## src/hdl/wsd_pkg.sv

```systemverilog
// Shared types and constants for the WebSocket frame deframer.
// No dependencies; every other file in hdl/ uses this package.
`timescale 1ns / 1ps

package wsd_pkg;

  localparam int LEN_BITS    = 64;
  localparam int QUEUE_DEPTH = 4;
  localparam int QPTR_BITS   = $clog2(QUEUE_DEPTH);
  localparam int QCNT_BITS   = $clog2(QUEUE_DEPTH + 1);

  localparam logic [2:0] KIND_MSG_BYTE  = 3'd0;
  localparam logic [2:0] KIND_MSG_END   = 3'd1;
  localparam logic [2:0] KIND_MSG_ABORT = 3'd2;
  localparam logic [2:0] KIND_PONG_BYTE = 3'd3;
  localparam logic [2:0] KIND_CLOSE     = 3'd4;

  localparam logic [3:0] OP_CONT  = 4'h0;
  localparam logic [3:0] OP_TEXT  = 4'h1;
  localparam logic [3:0] OP_CLOSE = 4'h8;
  localparam logic [3:0] OP_PING  = 4'h9;

  localparam logic [7:0] PONG_HDR_BYTE = 8'h8A;
  localparam logic [7:0] PONG_LEN_MASK = 8'h80;
  localparam logic [6:0] LEN7_EXT16    = 7'd126;
  localparam logic [6:0] LEN7_EXT64    = 7'd127;
  localparam logic [LEN_BITS-1:0] PING_MAX_LEN = LEN_BITS'(125);

  localparam logic [3:0] EXT16_BYTES = 4'd2;
  localparam logic [3:0] EXT64_BYTES = 4'd8;
  localparam logic [3:0] MASK_BYTES  = 4'd4;

  localparam logic [31:0] PONG_KEY_RESET = 32'h12345678;

  localparam logic [2:0] PONG_STEP_HDR  = 3'd0;
  localparam logic [2:0] PONG_STEP_LEN  = 3'd1;
  localparam logic [2:0] PONG_STEP_KEY  = 3'd2;
  localparam logic [2:0] PONG_STEP_LAST = 3'd5;

  // One queued command: either a single result word or a pong header burst.
  typedef struct packed {
    logic       pong;
    logic [2:0] kind;
    logic [7:0] data;
    logic       mend;
    logic       pend;
  } cmd_t;

  function automatic logic [7:0] key_byte(input logic [31:0] key, input logic [1:0] idx);
    logic [7:0] kb;
    case (idx)
      2'd0:    kb = key[31:24];
      2'd1:    kb = key[23:16];
      2'd2:    kb = key[15:8];
      default: kb = key[7:0];
    endcase
    return kb;
  endfunction

endpackage

```

## src/hdl/wsd_front.sv

```systemverilog
// Front end: accepts received bytes, tracks frame headers and classifies bytes.
// Pushes one command per result-bearing byte into the queue. Uses wsd_pkg.
`timescale 1ns / 1ps

module wsd_front (
  input  logic               clk,
  input  logic               rst_n,
  input  logic               in_valid,
  output logic               in_ready,
  input  logic [7:0]         in_rx_byte,
  input  logic [31:0]        pong_key,
  input  logic               q_full,
  output logic               q_push,
  output wsd_pkg::cmd_t      q_cmd
);

  typedef enum logic [2:0] {
    PH_HDR0, PH_HDR1, PH_EXTLEN, PH_MASK, PH_PAYLOAD, PH_CLOSED
  } phase_t;

  phase_t                        phase_r, phase_nxt;
  logic                          final_r, final_nxt;
  logic [3:0]                    opcode_r, opcode_nxt;
  logic                          masked_r, masked_nxt;
  logic [wsd_pkg::LEN_BITS-1:0]  rem_r, rem_nxt;
  logic [3:0]                    hcnt_r, hcnt_nxt;
  logic                          msg_open_r, msg_open_nxt;
  logic                          pong_act_r, pong_act_nxt;
  logic [1:0]                    pong_idx_r, pong_idx_nxt;

  logic                          acc;
  logic                          push_c;
  wsd_pkg::cmd_t                 cmd_c;
  logic                          len_done;
  logic                          body;
  logic [3:0]                    hcnt_dec;
  logic [wsd_pkg::LEN_BITS-1:0]  rem_dec;
  logic [wsd_pkg::LEN_BITS-1:0]  ext_val;
  logic                          pay_last;
  logic                          mend;

  assign in_ready = !q_full;
  assign acc      = in_valid && in_ready;
  assign q_push   = acc && push_c;
  assign q_cmd    = cmd_c;

  assign hcnt_dec = hcnt_r - 4'd1;
  assign rem_dec  = rem_r - wsd_pkg::LEN_BITS'(1);
  assign pay_last = (rem_dec == '0);
  assign ext_val  = (rem_r[wsd_pkg::LEN_BITS-1 -: 8] != 8'd0) ? '1 :
                    {rem_r[wsd_pkg::LEN_BITS-9:0], in_rx_byte};

  always_comb begin
    phase_nxt    = phase_r;
    final_nxt    = final_r;
    opcode_nxt   = opcode_r;
    masked_nxt   = masked_r;
    rem_nxt      = rem_r;
    hcnt_nxt     = hcnt_r;
    msg_open_nxt = msg_open_r;
    pong_act_nxt = pong_act_r;
    pong_idx_nxt = pong_idx_r;
    push_c       = 1'b0;
    cmd_c        = '0;
    len_done     = 1'b0;
    body         = 1'b0;
    mend         = 1'b0;

    case (phase_r)
      PH_CLOSED: begin
      end
      PH_HDR1: begin
        masked_nxt = in_rx_byte[7];
        rem_nxt    = '0;
        if (in_rx_byte[6:0] == wsd_pkg::LEN7_EXT16) begin
          hcnt_nxt  = wsd_pkg::EXT16_BYTES;
          phase_nxt = PH_EXTLEN;
        end else if (in_rx_byte[6:0] == wsd_pkg::LEN7_EXT64) begin
          hcnt_nxt  = wsd_pkg::EXT64_BYTES;
          phase_nxt = PH_EXTLEN;
        end else begin
          rem_nxt  = wsd_pkg::LEN_BITS'(in_rx_byte[6:0]);
          len_done = 1'b1;
        end
      end
      PH_EXTLEN: begin
        rem_nxt  = ext_val;
        hcnt_nxt = hcnt_dec;
        len_done = (hcnt_dec == 4'd0);
      end
      PH_MASK: begin
        hcnt_nxt = hcnt_dec;
        body     = (hcnt_dec == 4'd0);
      end
      PH_PAYLOAD: begin
        rem_nxt = rem_dec;
        if (opcode_r == wsd_pkg::OP_CONT || opcode_r == wsd_pkg::OP_TEXT) begin
          mend         = pay_last && final_r;
          push_c       = 1'b1;
          cmd_c.kind   = wsd_pkg::KIND_MSG_BYTE;
          cmd_c.data   = in_rx_byte;
          cmd_c.mend   = mend;
          msg_open_nxt = !mend;
        end else if (opcode_r == wsd_pkg::OP_PING && pong_act_r) begin
          push_c       = 1'b1;
          cmd_c.kind   = wsd_pkg::KIND_PONG_BYTE;
          cmd_c.data   = in_rx_byte ^ wsd_pkg::key_byte(pong_key, pong_idx_r);
          cmd_c.pend   = pay_last;
          pong_idx_nxt = pong_idx_r + 2'd1;
          if (pay_last) begin
            pong_act_nxt = 1'b0;
          end
        end
        if (pay_last) begin
          phase_nxt = PH_HDR0;
        end
      end
      default: begin
        final_nxt  = in_rx_byte[7];
        opcode_nxt = in_rx_byte[3:0];
        phase_nxt  = PH_HDR1;
      end
    endcase

    if (len_done) begin
      if (masked_nxt) begin
        hcnt_nxt  = wsd_pkg::MASK_BYTES;
        phase_nxt = PH_MASK;
      end else begin
        body = 1'b1;
      end
    end

    if (body) begin
      if (opcode_r == wsd_pkg::OP_CONT || opcode_r == wsd_pkg::OP_TEXT) begin
        if (opcode_r == wsd_pkg::OP_TEXT && msg_open_r) begin
          push_c       = 1'b1;
          cmd_c.kind   = wsd_pkg::KIND_MSG_ABORT;
          msg_open_nxt = 1'b0;
        end else if (rem_nxt == '0 && final_r && msg_open_r) begin
          push_c       = 1'b1;
          cmd_c.kind   = wsd_pkg::KIND_MSG_END;
          msg_open_nxt = 1'b0;
        end
        phase_nxt = (rem_nxt == '0) ? PH_HDR0 : PH_PAYLOAD;
      end else if (opcode_r == wsd_pkg::OP_CLOSE) begin
        push_c     = 1'b1;
        cmd_c.kind = wsd_pkg::KIND_CLOSE;
        phase_nxt  = PH_CLOSED;
      end else if (opcode_r == wsd_pkg::OP_PING && rem_nxt <= wsd_pkg::PING_MAX_LEN) begin
        push_c       = 1'b1;
        cmd_c.pong   = 1'b1;
        cmd_c.kind   = wsd_pkg::KIND_PONG_BYTE;
        cmd_c.data   = wsd_pkg::PONG_LEN_MASK | {1'b0, rem_nxt[6:0]};
        cmd_c.pend   = (rem_nxt == '0);
        pong_idx_nxt = 2'd0;
        pong_act_nxt = (rem_nxt != '0);
        phase_nxt    = (rem_nxt == '0) ? PH_HDR0 : PH_PAYLOAD;
      end else begin
        phase_nxt = (rem_nxt == '0) ? PH_HDR0 : PH_PAYLOAD;
      end
    end
  end

  always_ff @(posedge clk) begin
    if (!rst_n) begin
      phase_r    <= PH_HDR0;
      final_r    <= 1'b0;
      opcode_r   <= 4'd0;
      masked_r   <= 1'b0;
      rem_r      <= '0;
      hcnt_r     <= 4'd0;
      msg_open_r <= 1'b0;
      pong_act_r <= 1'b0;
      pong_idx_r <= 2'd0;
    end else if (acc) begin
      phase_r    <= phase_nxt;
      final_r    <= final_nxt;
      opcode_r   <= opcode_nxt;
      masked_r   <= masked_nxt;
      rem_r      <= rem_nxt;
      hcnt_r     <= hcnt_nxt;
      msg_open_r <= msg_open_nxt;
      pong_act_r <= pong_act_nxt;
      pong_idx_r <= pong_idx_nxt;
    end
  end

endmodule

```

## src/hdl/wsd_queue.sv

```systemverilog
// Command queue between the header parser and the result sequencer.
// Small register file with head read in place. Uses wsd_pkg.
`timescale 1ns / 1ps

module wsd_queue (
  input  logic           clk,
  input  logic           rst_n,
  input  logic           push,
  input  wsd_pkg::cmd_t  push_cmd,
  input  logic           pop,
  output wsd_pkg::cmd_t  head,
  output logic           full,
  output logic           empty
);

  wsd_pkg::cmd_t                   mem_r [wsd_pkg::QUEUE_DEPTH];
  logic [wsd_pkg::QPTR_BITS-1:0]   wr_ptr_r;
  logic [wsd_pkg::QPTR_BITS-1:0]   rd_ptr_r;
  logic [wsd_pkg::QCNT_BITS-1:0]   cnt_r;

  assign full  = (cnt_r == wsd_pkg::QCNT_BITS'(wsd_pkg::QUEUE_DEPTH));
  assign empty = (cnt_r == '0);
  assign head  = mem_r[rd_ptr_r];

  always_ff @(posedge clk) begin
    if (push) begin
      mem_r[wr_ptr_r] <= push_cmd;
    end
  end

  always_ff @(posedge clk) begin
    if (!rst_n) begin
      wr_ptr_r <= '0;
      rd_ptr_r <= '0;
      cnt_r    <= '0;
    end else begin
      if (push) begin
        wr_ptr_r <= wr_ptr_r + 1'b1;
      end
      if (pop) begin
        rd_ptr_r <= rd_ptr_r + 1'b1;
      end
      if (push && !pop) begin
        cnt_r <= cnt_r + 1'b1;
      end else if (pop && !push) begin
        cnt_r <= cnt_r - 1'b1;
      end
    end
  end

`ifndef NO_ASSERTIONS
  a_no_push_full: assert property (@(posedge clk) disable iff (!rst_n)
    full |-> !push)
    else $error("queue push while full");
  a_no_pop_empty: assert property (@(posedge clk) disable iff (!rst_n)
    empty |-> !pop)
    else $error("queue pop while empty");
  a_cnt_bound: assert property (@(posedge clk) disable iff (!rst_n)
    cnt_r <= wsd_pkg::QCNT_BITS'(wsd_pkg::QUEUE_DEPTH))
    else $error("queue count out of range");
`endif

endmodule

```

## src/hdl/wsd_back.sv

```systemverilog
// Back end: expands queued commands into result words and holds the output register.
// A pong command becomes a six-word burst. Uses wsd_pkg.
`timescale 1ns / 1ps

module wsd_back (
  input  logic           clk,
  input  logic           rst_n,
  input  logic           q_empty,
  input  wsd_pkg::cmd_t  q_head,
  output logic           q_pop,
  input  logic [31:0]    pong_key,
  output logic           out_valid,
  input  logic           out_ready,
  output logic [2:0]     out_kind,
  output logic [7:0]     out_data,
  output logic           out_message_end,
  output logic           out_pong_frame_end,
  output logic           out_run_last
);

  logic [2:0] step_r, step_nxt;
  logic       out_valid_r;
  logic [2:0] kind_r;
  logic [7:0] data_r;
  logic       mend_r;
  logic       pend_r;
  logic       last_r;

  logic       load;
  logic       step_last;
  logic [2:0] key_step;
  logic [7:0] data_c;
  logic       pend_c;
  logic       last_c;

  assign load      = !q_empty && (!out_valid_r || out_ready);
  assign step_last = (step_r == wsd_pkg::PONG_STEP_LAST);
  assign key_step  = step_r - wsd_pkg::PONG_STEP_KEY;
  assign q_pop     = load && (!q_head.pong || step_last);

  always_comb begin
    data_c   = q_head.data;
    pend_c   = q_head.pend;
    last_c   = 1'b1;
    step_nxt = step_r;
    if (q_head.pong) begin
      case (step_r)
        wsd_pkg::PONG_STEP_HDR: data_c = wsd_pkg::PONG_HDR_BYTE;
        wsd_pkg::PONG_STEP_LEN: data_c = q_head.data;
        default:                data_c = wsd_pkg::key_byte(pong_key, key_step[1:0]);
      endcase
      pend_c = q_head.pend && step_last;
      last_c = step_last;
      if (load) begin
        step_nxt = step_last ? wsd_pkg::PONG_STEP_HDR : step_r + 3'd1;
      end
    end
  end

  always_ff @(posedge clk) begin
    if (!rst_n) begin
      out_valid_r <= 1'b0;
      step_r      <= wsd_pkg::PONG_STEP_HDR;
    end else begin
      step_r <= step_nxt;
      if (load) begin
        out_valid_r <= 1'b1;
      end else if (out_ready) begin
        out_valid_r <= 1'b0;
      end
    end
  end

  always_ff @(posedge clk) begin
    if (load) begin
      kind_r <= q_head.kind;
      data_r <= data_c;
      mend_r <= q_head.mend;
      pend_r <= pend_c;
      last_r <= last_c;
    end
  end

  assign out_valid          = out_valid_r;
  assign out_kind           = kind_r;
  assign out_data           = data_r;
  assign out_message_end    = mend_r;
  assign out_pong_frame_end = pend_r;
  assign out_run_last       = last_r;

`ifndef NO_ASSERTIONS
  a_burst_has_cmd: assert property (@(posedge clk) disable iff (!rst_n)
    (step_r != wsd_pkg::PONG_STEP_HDR) |-> (!q_empty && q_head.pong))
    else $error("pong burst without a pong command at the head");
  a_pend_last: assert property (@(posedge clk) disable iff (!rst_n)
    (out_valid_r && pend_r) |-> (last_r && kind_r == wsd_pkg::KIND_PONG_BYTE))
    else $error("pong frame end not on a last pong word");
  a_mend_kind: assert property (@(posedge clk) disable iff (!rst_n)
    (out_valid_r && mend_r) |-> (kind_r == wsd_pkg::KIND_MSG_BYTE && last_r))
    else $error("message end on a word that is not a message byte");
`endif

endmodule

```

## src/hdl/websocket_frame_deframer.sv

```systemverilog
// WebSocket frame deframer, receive side: takes one received byte per cycle and
// streams message bytes, message end and abort marks, pong frame bytes and a close
// mark. The header parser accepts a byte every cycle while its four-entry command
// queue has room; the result sequencer drains one word per cycle while out_ready
// is high, so a pong header command costs six output words (0x8A, length, four
// mask bytes) and in_ready falls when the queue is full. Results load from the
// queue head into the output register. Only the last header or mask byte can give
// a result; bytes after a close frame give none. The pong mask key comes from
// cfg_pong_mask_key (reset 0x12345678); the user must write it only while idle;
// this is not enforced. Depends on wsd_pkg, wsd_front, wsd_queue and wsd_back.
`timescale 1ns / 1ps

module websocket_frame_deframer (
  input  logic        clk,
  input  logic        rst_n,
  input  logic        in_valid,
  output logic        in_ready,
  input  logic [7:0]  in_rx_byte,
  output logic        out_valid,
  input  logic        out_ready,
  output logic [2:0]  out_kind,
  output logic [7:0]  out_data,
  output logic        out_message_end,
  output logic        out_pong_frame_end,
  output logic        out_run_last,
  input  logic        cfg_we,
  input  logic [31:0] cfg_pong_mask_key
);

  logic [31:0]   key_r;
  logic          q_push;
  logic          q_pop;
  logic          q_full;
  logic          q_empty;
  wsd_pkg::cmd_t q_cmd;
  wsd_pkg::cmd_t q_head;

  always_ff @(posedge clk) begin
    if (!rst_n) begin
      key_r <= wsd_pkg::PONG_KEY_RESET;
    end else if (cfg_we) begin
      key_r <= cfg_pong_mask_key;
    end
  end

  wsd_front u_front (
    .clk        (clk),
    .rst_n      (rst_n),
    .in_valid   (in_valid),
    .in_ready   (in_ready),
    .in_rx_byte (in_rx_byte),
    .pong_key   (key_r),
    .q_full     (q_full),
    .q_push     (q_push),
    .q_cmd      (q_cmd)
  );

  wsd_queue u_queue (
    .clk      (clk),
    .rst_n    (rst_n),
    .push     (q_push),
    .push_cmd (q_cmd),
    .pop      (q_pop),
    .head     (q_head),
    .full     (q_full),
    .empty    (q_empty)
  );

  wsd_back u_back (
    .clk                (clk),
    .rst_n              (rst_n),
    .q_empty            (q_empty),
    .q_head             (q_head),
    .q_pop              (q_pop),
    .pong_key           (key_r),
    .out_valid          (out_valid),
    .out_ready          (out_ready),
    .out_kind           (out_kind),
    .out_data           (out_data),
    .out_message_end    (out_message_end),
    .out_pong_frame_end (out_pong_frame_end),
    .out_run_last       (out_run_last)
  );

endmodule
```

## config.mk

```make
export PLATFORM = sky130hd
export DESIGN_NAME = websocket_frame_deframer
export DESIGN_NICKNAME = d
export VERILOG_FILES = /design/src/hdl/wsd_pkg.sv /design/src/hdl/wsd_front.sv /design/src/hdl/wsd_queue.sv /design/src/hdl/wsd_back.sv /design/src/hdl/websocket_frame_deframer.sv
export SDC_FILE = /design/constraint.sdc
export NUM_CORES = 1
export LEC_CHECK = 0
export BUFFER_PORTS_ARGS = -buffer_cell sky130_fd_sc_hd__clkbuf_2
export CELL_PAD_IN_SITES_DETAIL_PLACEMENT = 0
export CELL_PAD_IN_SITES_GLOBAL_PLACEMENT = 2
export CORE_MARGIN = 2
export CORE_UTILIZATION = 41
export DETAILED_ROUTE_END_ITERATION = 8
export PLACE_DENSITY_LB_ADDON = 0.1
export SLEW_MARGIN = 30
export SYNTH_ARGS = -nofsm -noshare
export SYNTH_HDL_FRONTEND = slang
export SYNTH_SLANG_ARGS = --single-unit
```

## constraint.sdc

```tcl
create_clock -name clk -period 10.9 [get_ports clk]
set_input_delay 2.18 -clock clk [delete_from_list [all_inputs] [get_ports clk]]
set_output_delay 2.18 -clock clk [all_outputs]
set_load 0.005 [all_outputs]
```

==> results of run 1 <==
flip-flops by register name (all words and copies together) (netlist names), 2 cells and up, named ones only:
register	count
u_front.opcode_r	4
u_queue.wr_ptr_r	2
u_front.pong_idx_r	2
u_back.out_kind	3
u_front.rem_r	64
u_front.hcnt_r	4
u_back.step_r	3
u_queue.cnt_r	3
u_queue.mem_r	56
u_back.out_data	8
key_r	32
u_queue.rd_ptr_r	2
u_front.phase_r	3
placed cells by master (no fill, tap or decap), types with 14 or more instances in the layout:
cell,synthesis,layout
nand2_1,176,175
nor2_1,151,150
dfxtp_1,126,126
o21ai_0,94,94
a21oi_1,75,74
edfxtp_1,70,70
nor3_1,58,58
clkbuf_2,0,58
mux2i_1,53,53
nand4_1,50,50
nor4_1,45,45
buf_4,1,41
nand3_1,40,40
nor2b_1,33,33
a211oi_1,29,29
inv_1,26,26
xor2_1,26,26
and2_1,25,24
xnor2_1,24,24
or4_1,23,23
or3_1,22,22
and3_1,21,21
o211a_1,20,20
o21a_1,17,17
clkbuf_16,0,17
a21boi_0,16,16
a31oi_1,15,15
and4_1,14,14
mux4_2,14,14
layer usage:
metal,vias up,routed length (um),GRT usage
li1,6151,-,-
met1,6557,23550,0.4199
met2,697,26630,0.5310
met3,206,4411,0.06357
met4,2,3564,0.1770
met5,-,13,0
worst max path at each step:
stage	endpoint	slack, ps	cells after the start
6_report	u_queue.cnt_r[2]	4990	16
5_1_grt	u_queue.cnt_r[2]	4710	17
4_1_cts	u_queue.cnt_r[2]	5000	16
3_5_place_dp	u_queue.cnt_r[2]	4510	16
3_3_place_gp	u_queue.cnt_r[2]	4620	16
2_1_floorplan	u_queue.cnt_r[2]	5240	15
cell families after synthesis:
family / Yosys count
xor gates and xnor gates: 50
adders and majority gates: 15
and+or+nand+nor: 729
AOI/OAI and AO/OA: 416
DFF: 196
muxes: 69
buffers and inverters: 191
worst reg2reg max path: cells and delay by family (launching register included):
| family | cells | cell delay [ps] |
|---|---|---|
| flip-flops | 1 | 850 |
| adder cells (fa/ha/maj) | 2 | 600 |
| AND/OR/NAND/NOR | 5 | 1530 |
| XOR/XNOR | 2 | 800 |
| buffers and inverters | 2 | 430 |
| AO/OA/AOI/OAI | 6 | 1610 |
final cells by class:
class,count,area share
clock buffers,17,0.02877
well taps,442,0.03741
multi-input cells,1279,0.5614
flip-flops and latches,196,0.3128
clock inverters,15,0.01168
repair buffers,101,0.04130
inverters,26,0.006601
power groups by stage:
stage                     Clock (mW)  Combinational [mW]  Sequential [mW]
after detailed placement           0                2.00             1.09
after CTS                      0.669                2.01             1.07
after global routing           0.694                2.18             1.10
final                          0.660                2.07             1.08
after global placement             0                2.02             1.09
after floorplan                    0                1.37            0.942
per-stage QoR:
step / cells / hold WS, ps / power, mW / instance area [um^2] / setup slack (ps)
2_1_floorplan: 1666 / 461.5 / 2.311 / 13650 / 5237
3_3_place_gp: 2044 / 465.6 / 3.106 / 14180 / 4623
3_5_place_dp: 2044 / 482.8 / 3.088 / 14180 / 4511
4_1_cts: 2076 / 496.9 / 3.748 / 14780 / 4996
5_1_grt: 2076 / 510.7 / 3.970 / 14780 / 4706
6_report: 2076 / 493.5 / 3.809 / 14780 / 4992
==> metrics.cfg, run 1 <==
[run_status]
outcome = finished clean

[critical_path]
worstSetupEndpointType = flop
reg2regPathDepth = 17
slowest_stage = a2111oi_1
crit_chain = clkbuf_2 -> nand4_1 -> o311a_1 -> a2111oi_1 -> and4_1 -> and3_1 -> and3_1 -> and4_1 -> a21oi_2 -> o21ai_4 -> ha_1 -> inv_1 -> fa_1 -> xor2_1 -> or3_1 -> a21oi_1
path_buf_inv = 2
startpoint_type = input port
reg2reg_slack_ps = 5010
crit_start = in_rx_byte[3]
critPathMaxFanout = 7
arrival_ps = 6310
critical_path_required_ps = 11300
reg2reg_from = u_front.phase_r[2]
rr_endpoint = u_queue.cnt_r[2]
crit_family = compound AO/OA/AOI/OAI gates
worstSetupPathType = input port to flop
cpPeakStageDelay_ps = 810

[pwr]
power_frac_comb = 0.543
p_seq_frac = 0.284
swShare = 0.5163
ir_drop_mv = 0.1431
p_leak_nw = 5.423
clkPwrFrac = 0.173
p_sw_mw = 1.967
internal_power_mw = 1.843
power.density_nw_per_um2 = 257.6

[worst_hold_path]
worstHoldStart = u_back.out_valid
holdPathEnd = u_back.out_valid
hold_depth = 2
worstHoldPathType = flop to flop

[sta]
fin_skew_ps = 17.70
relSlewSlack = 0.3886
hold_violations = 0
timing.final.max_slew_violations = 0
rsz0062_at_grt = false
worst_slew_pin_slew_ps = 908.7
finalSetupViolations = 0
fmax_mhz = 169.2
setup_tns_ps = 0
final.period_utilization = 0.5421
min_period_ps = 5908

[final_layout]
syn2layout_area_growth_pct = 8.314
regArea_um2 = 4624
drive_gt1_frac = 0.1255
multiInputGateArea_um2 = 8300
fillers = 3292
insertedDiodeCount = 0
finish.net_count = 1680
fin_util = 0.4521

[detailed_routing]
vias_per_cell = 6.557
drt_iter0_drc = 1602
drtPass1Iterations = 6
postRouteAntennaNets = 0
wl_per_cell_um = 28.02
routed_wl_um = 58170
drc_errors = 0
vias = 13610

[synthesis]
syn_nets = 1725
synth_common_cells = 176 x nand2_1, 151 x nor2_1, 128 x clkbuf_1
synthMuxAreaShare = 0.06362
ys_top_cells_by_area = dfxtp_1 18%, edfxtp_1 15%, nand2_1 4.8%
ys.flop_type = dfxtp_1
synth-compound-area-share = 0.2105
synth-edff-count = 70
synth_fa_ha_area_frac = 0.01412
syn_avg_cell_area_um2 = 8.193
seq_area_frac_synth = 0.3388
synth_top_area_share = 0.1848
synth_most_common_cell = nand2_1
synth_area_leader_cell = dfxtp_1
ys_types = 96
synthCells = 1666
synth-xor-area-share = 0.03208
synthSimpleGateAreaFrac = 0.2857
yosysWarnings = 0
yosys_register_bits = 196
syn_area_um2 = 13650
synth_top_family_by_area = simple AND/OR/NAND/NOR gates
synthArstFlopShare = 0

[grt]
antenna_found_initial = 1
grt_pass1_wl_um = 86200
grt_max_degree = 74
grt_pass1_vias = 12810
grt_usage = 0.3301
overflow = 0

[floorplanning]
initial_core_util = 0.4174
dieArea_um2 = 34770
rows = 66
io_pins = 61
core_um2 = 32700
dieHeight_um = 186.5
die_width_um = 186.5

[clock_network]
root_buffer = clkbuf_16
postCtsSetupBuffers = 0
clkTransAtPathRegs_ps = 80
cts_made_buffers = 17
cts_num_sinks = 196
cts.path.max_buffers = 2
hold_buffers = 0
insertion_delay_ps = 470
htree_levels = 4
cts_tree = built
ctsResizeCount = 0

[flow_run]
maxCapViolations = 0

[place]
port_buffers = 60
gp_congestion = 1.005
place_hpwl_um = 42060

No activity file was read; power rests on OpenSTA's default activity.
==> inputs of run 2 (changes only) <==
Settings changed: CORE_UTILIZATION 41 to 38.
Clock period 10.9 ns to 5.85 ns, I/O delays scaled along.
==> metrics.cfg, run 2 (synthesized netlist as in run 1, its figures left out) <==
[final_layout]
drive_gt1_frac = 0.1647
syn2layout_area_growth_pct = 12.70
largest_reg_flops = 64
finalNonFillerCells = 2167
biggestRegsByFlops = u_front.rem_r (64), u_queue.mem_r (56), key_r (32)
fillers = 3555
final_cell_mix = 175 x nand2_1, 150 x nor2_1, 126 x dfxtp_1
mostFrequentLayoutCell = nand2_1
insertedDiodeCount = 0
finish.net_count = 1752
largest_register = u_front.rem_r

[detailed_routing]
drtPass1Iterations = 6
wl_per_cell_um = 28.33
drc_errors = 0
postRouteAntennaNets = 0
vias_per_cell = 6.454
routed_wl_um = 61380
vias = 13990
drt_iter0_drc = 1530

[worst_hold_path]
worstHoldPathType = flop to flop

[critical_path]
critPathMaxFanout = 11
slowest_stage = or4_1
path_buf_inv = 2
worstSetupPathType = flop to flop
crit_family = simple AND/OR/NAND/NOR gates
startpoint_type = flop
critical_path_required_ps = 6240
crit_chain = or4_1 -> o31ai_1 -> or3b_2 -> o221ai_1 -> a21boi_0 -> nand4b_1 -> nor4_1 -> buf_4 -> and4bb_1 -> o21ai_2 -> o21ai_4 -> ha_1 -> inv_1 -> fa_1 -> xor2_1 -> or3_1 -> a21oi_1
worstSetupEndpointType = flop
arrival_ps = 6000
cpPeakStageDelay_ps = 930

[run_status]
outcome = finished clean

[place]
place_hpwl_um = 45560
preCtsSetupSlack_ps = 357.2
gp_congestion = 0.9883
dp_cells = 2135
port_buffers = 60

[sta]
setup_tns_ps = 0
fin_skew_ps = 13.08
hold_violations = 0
timing.final.max_slew_violations = 0
rsz0062_at_grt = false
fmax_mhz = 178.2
finalSetupViolations = 0
min_period_ps = 5613
final.period_utilization = 0.9594
fin_hold_ws_ps = 485.2
relSlewSlack = 0.3222
postLayoutSetupSlackWorst_ps = 237.3
worst_slew_pin_slew_ps = 1017

[clock_network]
cts_made_buffers = 17
htree_levels = 4
clkTransAtPathRegs_ps = 90
cts_num_sinks = 196
cts_tree = built
cts.path.max_buffers = 2
insertion_delay_ps = 470
root_buffer = clkbuf_16

[grt]
grt_pass1_vias = 13200
grt_max_degree = 67
grt_pass1_wl_um = 89620
antenna_found_initial = 0
overflow = 0
grt_usage = 0.3211

[flow_run]
maxCapViolations = 0

[pwr]
power.density_nw_per_um2 = 487.2
power_frac_comb = 0.568
p_seq_frac = 0.264
ir_drop_mv = 0.2713
swShare = 0.5120
p_leak_nw = 5.793
p_sw_mw = 3.838
total_power_mw = 7.495
clkPwrFrac = 0.168
internal_power_mw = 3.657

[floorplanning]
die_width_um = 193.5
dieHeight_um = 193.5
dieArea_um2 = 37450
io_pins = 61
initial_core_util = 0.3847
core_um2 = 35480
rows = 69

-- run 2: cell count changes in the layout (fill, tap and decap cells not counted), moves of 2 or more --
cell / before / now
buf_4: 41 / 112
inv_6: 6 / 2
inv_8: 1 / 4
clkinv_4: 0 / 2
clkinv_8: 5 / 3
inv_12: 1 / 3
-- run 2: worst register-to-register path, cell delays in order (launching register included) --
cell	delay, ps
dfxtp_1	430
or4_1	940
o31ai_1	660
or3b_2	490
o221ai_1	270
a21boi_0	310
nand4b_1	120
nor4_1	360
buf_4	230
and4bb_1	220
o21ai_2	70
o21ai_4	120
ha_1	230
inv_1	60
fa_1	380
xor2_1	180
or3_1	310
a21oi_1	140
-- run 2: per-layer routing --
layer,routed length (um),vias to the layer above,track usage
met2,27760,768,0.5146
li1,-,6284,-
met1,24710,6746,0.4056
met5,0,-,0
met3,4887,188,0.05457
met4,4023,0,0.1931
-- run 2: timing repair --
action                     CTS  global route
setup endpoints to repair    0             1
gates resized for setup      0             1
setup buffers                0             0
hold buffers                 0             0
-- run 2: per-stage QoR --
step,util,instance area [um^2]
final,0.4335,15380
after global placement,0.4158,14760
after detailed placement,0.4163,14770
after global routing,0.4335,15380
after floorplan,-,13650
after CTS,0.4335,15380
-- run 2: final timing paths --
check	from	to	slack, ps	depth (start not counted)
min	u_back.out_valid	u_back.out_valid	490	2
max	u_front.rem_r[56]	u_queue.cnt_r[2]	240	17
max reg2reg	u_front.rem_r[56]	u_queue.cnt_r[2]	240	17
min reg2reg	u_back.out_valid	u_back.out_valid	490	2
-- run 2: power groups by stage --
stage | clock network (mW) | logic, mW | registers (mW)
2_1_floorplan | 0 | 2.55 | 1.75
3_3_place_gp | 0 | 4.15 | 1.99
3_5_place_dp | 0 | 4.11 | 1.99
4_1_cts | 1.28 | 4.13 | 1.96
5_1_grt | 1.33 | 4.46 | 2.00
6_report | 1.26 | 4.26 | 1.98
-- run 2: final cells by class --
cell class / count / area [um^2] / share of cell area
clock buffer: 17 / 425.4 / 0.02766
tap: 461 / 576.8 / 0.03750
timing repair buffer: 173 / 1164 / 0.07565
multi-input combinational: 1279 / 8309 / 0.5402
clock inverter: 15 / 185.2 / 0.01204
sequential: 196 / 4624 / 0.3006
inverter: 26 / 97.59 / 0.006345
==> inputs of run 3 (changes only) <==
Settings changed: MAX_ROUTING_LAYER from default to met4.
==> metrics.cfg, run 3 (synthesized netlist as in run 1, its figures left out) <==
[place]
port_buffers = 60
dpl_cell_area_um2 = 14740
preCtsSetupSlack_ps = 464.3
place_hpwl_um = 46880
gp_congestion = 1.044
dp_cells = 2132

[critical_path]
critPathMaxFanout = 12
worstSetupEndpointType = flop
crit_start = u_front.rem_r[62]
rr_endpoint = u_queue.cnt_r[2]
arrival_ps = 6020
critical_path_required_ps = 6230
reg2reg_slack_ps = 210
cp-endpoint = u_queue.cnt_r[2]
worstSetupPathType = flop to flop
reg2regPathDepth = 17
reg2reg_from = u_front.rem_r[62]
startpoint_type = flop

[clock_network]
insertion_delay_ps = 470
hold_buffers = 0
cts_num_sinks = 196
cts.path.max_buffers = 2
postCtsSetupBuffers = 0
root_buffer = clkbuf_16
clkTransAtPathRegs_ps = 90
ctsResizeCount = 0
cts_made_buffers = 17
cts_tree = built
htree_levels = 4

[pwr]
swShare = 0.5121
power.density_nw_per_um2 = 491.0
ir_drop_mv = 0.3001
p_leak_nw = 5.775
power_frac_comb = 0.567
clkPwrFrac = 0.168
p_seq_frac = 0.265
p_sw_mw = 3.859
internal_power_mw = 3.676

[sta]
rsz0062_at_grt = false
timing.final.max_slew_violations = 0
min_period_ps = 5638
fin_skew_ps = 16.68
relSlewSlack = 0.3247
hold_violations = 0
postLayoutSetupSlackWorst_ps = 211.6
final.period_utilization = 0.9638
fmax_mhz = 177.4
setup_tns_ps = 0
fin_hold_ws_ps = 484.1
finalSetupViolations = 0
worst_slew_pin_slew_ps = 1013

[floorplanning]
rows = 69
die_width_um = 193.5
dieHeight_um = 193.5
dieArea_um2 = 37450
initial_core_util = 0.3847
io_pins = 61
core_um2 = 35480

[detailed_routing]
routed_wl_um = 63210
vias = 13960
wl_per_cell_um = 29.21
postRouteAntennaNets = 0
drc_errors = 0
drt_iter0_drc = 1669
drtPass1Iterations = 7
vias_per_cell = 6.451

[grt]
grt_max_degree = 64
antenna_found_initial = 0
grt_usage = 0.3423
grt_pass1_wl_um = 92260
grt_pass1_vias = 13210
overflow = 0

[final_layout]
insertedDiodeCount = 0
largest_reg_flops = 64
finalNonFillerCells = 2164
syn2layout_area_growth_pct = 12.43
mostFrequentLayoutCell = nand2_1
finish.net_count = 1749
drive_gt1_frac = 0.1603
final_cell_area_um2 = 15350
final_cell_mix = 175 x nand2_1, 150 x nor2_1, 126 x dfxtp_1
biggestRegsByFlops = u_front.rem_r (64), u_queue.mem_r (56), key_r (32)
fillers = 3634
largest_register = u_front.rem_r

[run_status]
outcome = finished clean

[worst_hold_path]
worstHoldPathType = flop to flop

[flow_run]
maxCapViolations = 0

-- run 3: final cells by class --
type	instances	area (um^2)	area share
Sequential cell	196	4624	0.3013
Tap cell	461	576.8	0.03759
Clock buffer	19	432.9	0.02821
Clock inverter	13	172.7	0.01125
Multi-Input combinational cell	1279	8300	0.5409
Timing Repair Buffer	170	1141	0.07436
Inverter	26	97.59	0.006360
-- run 3: how the worst min path moves through the flow --
stage / cells after the start / end / slack (ps) / start
2_1_floorplan: 2 / u_back.out_valid / 460 / u_back.out_valid
3_3_place_gp: 2 / u_back.out_valid / 470 / u_back.out_valid
3_5_place_dp: 2 / u_back.out_valid / 480 / u_back.out_valid
4_1_cts: 2 / u_back.out_valid / 490 / u_back.out_valid
5_1_grt: 2 / u_back.out_valid / 520 / u_back.out_valid
6_report: 2 / u_back.out_valid / 480 / u_back.out_valid
-- run 3: through the flow --
| step | total power, mW | util |
|---|---|---|
| after floorplan | 4.306 | - |
| after global placement | 6.188 | 0.4152 |
| after CTS | 7.412 | 0.4325 |
| after global routing | 7.836 | 0.4325 |
| final | 7.534 | 0.4325 |
| after detailed placement | 6.141 | 0.4154 |
-- run 3: worst max-delay path, cell delays in order (launching register included) --
cell and delay, ps:
dfxtp_1 530, or4_1 550, buf_4 230, o21ai_1 520, and3_1 240, o21ai_0 90
a21oi_1 650, nor4b_1 330, nand4_1 150, nor4_2 530, a21oi_2 150, o21ai_4 280
ha_1 220, inv_1 60, fa_1 370, xor2_1 180, or3_1 300, a21oi_1 140
-- run 3: metal layers --
layer / global-route usage / vias to the layer above / wire [um]
li1: - / 6278 / -
met1: 0.4195 / 6781 / 25260
met2: 0.5417 / 722 / 29130
met3: 0.05248 / 179 / 4822
met4: 0.1869 / 0 / 3988
met5: - / - / 0
-- run 3: power groups by stage --
stage	logic [mW]	clock network (mW)	registers [mW]
final	4.28	1.26	1.99
after global routing	4.49	1.33	2.01
after CTS	4.15	1.28	1.98
after detailed placement	4.13	0	2.01
after global placement	4.18	0	2.01
after floorplan	2.55	0	1.75
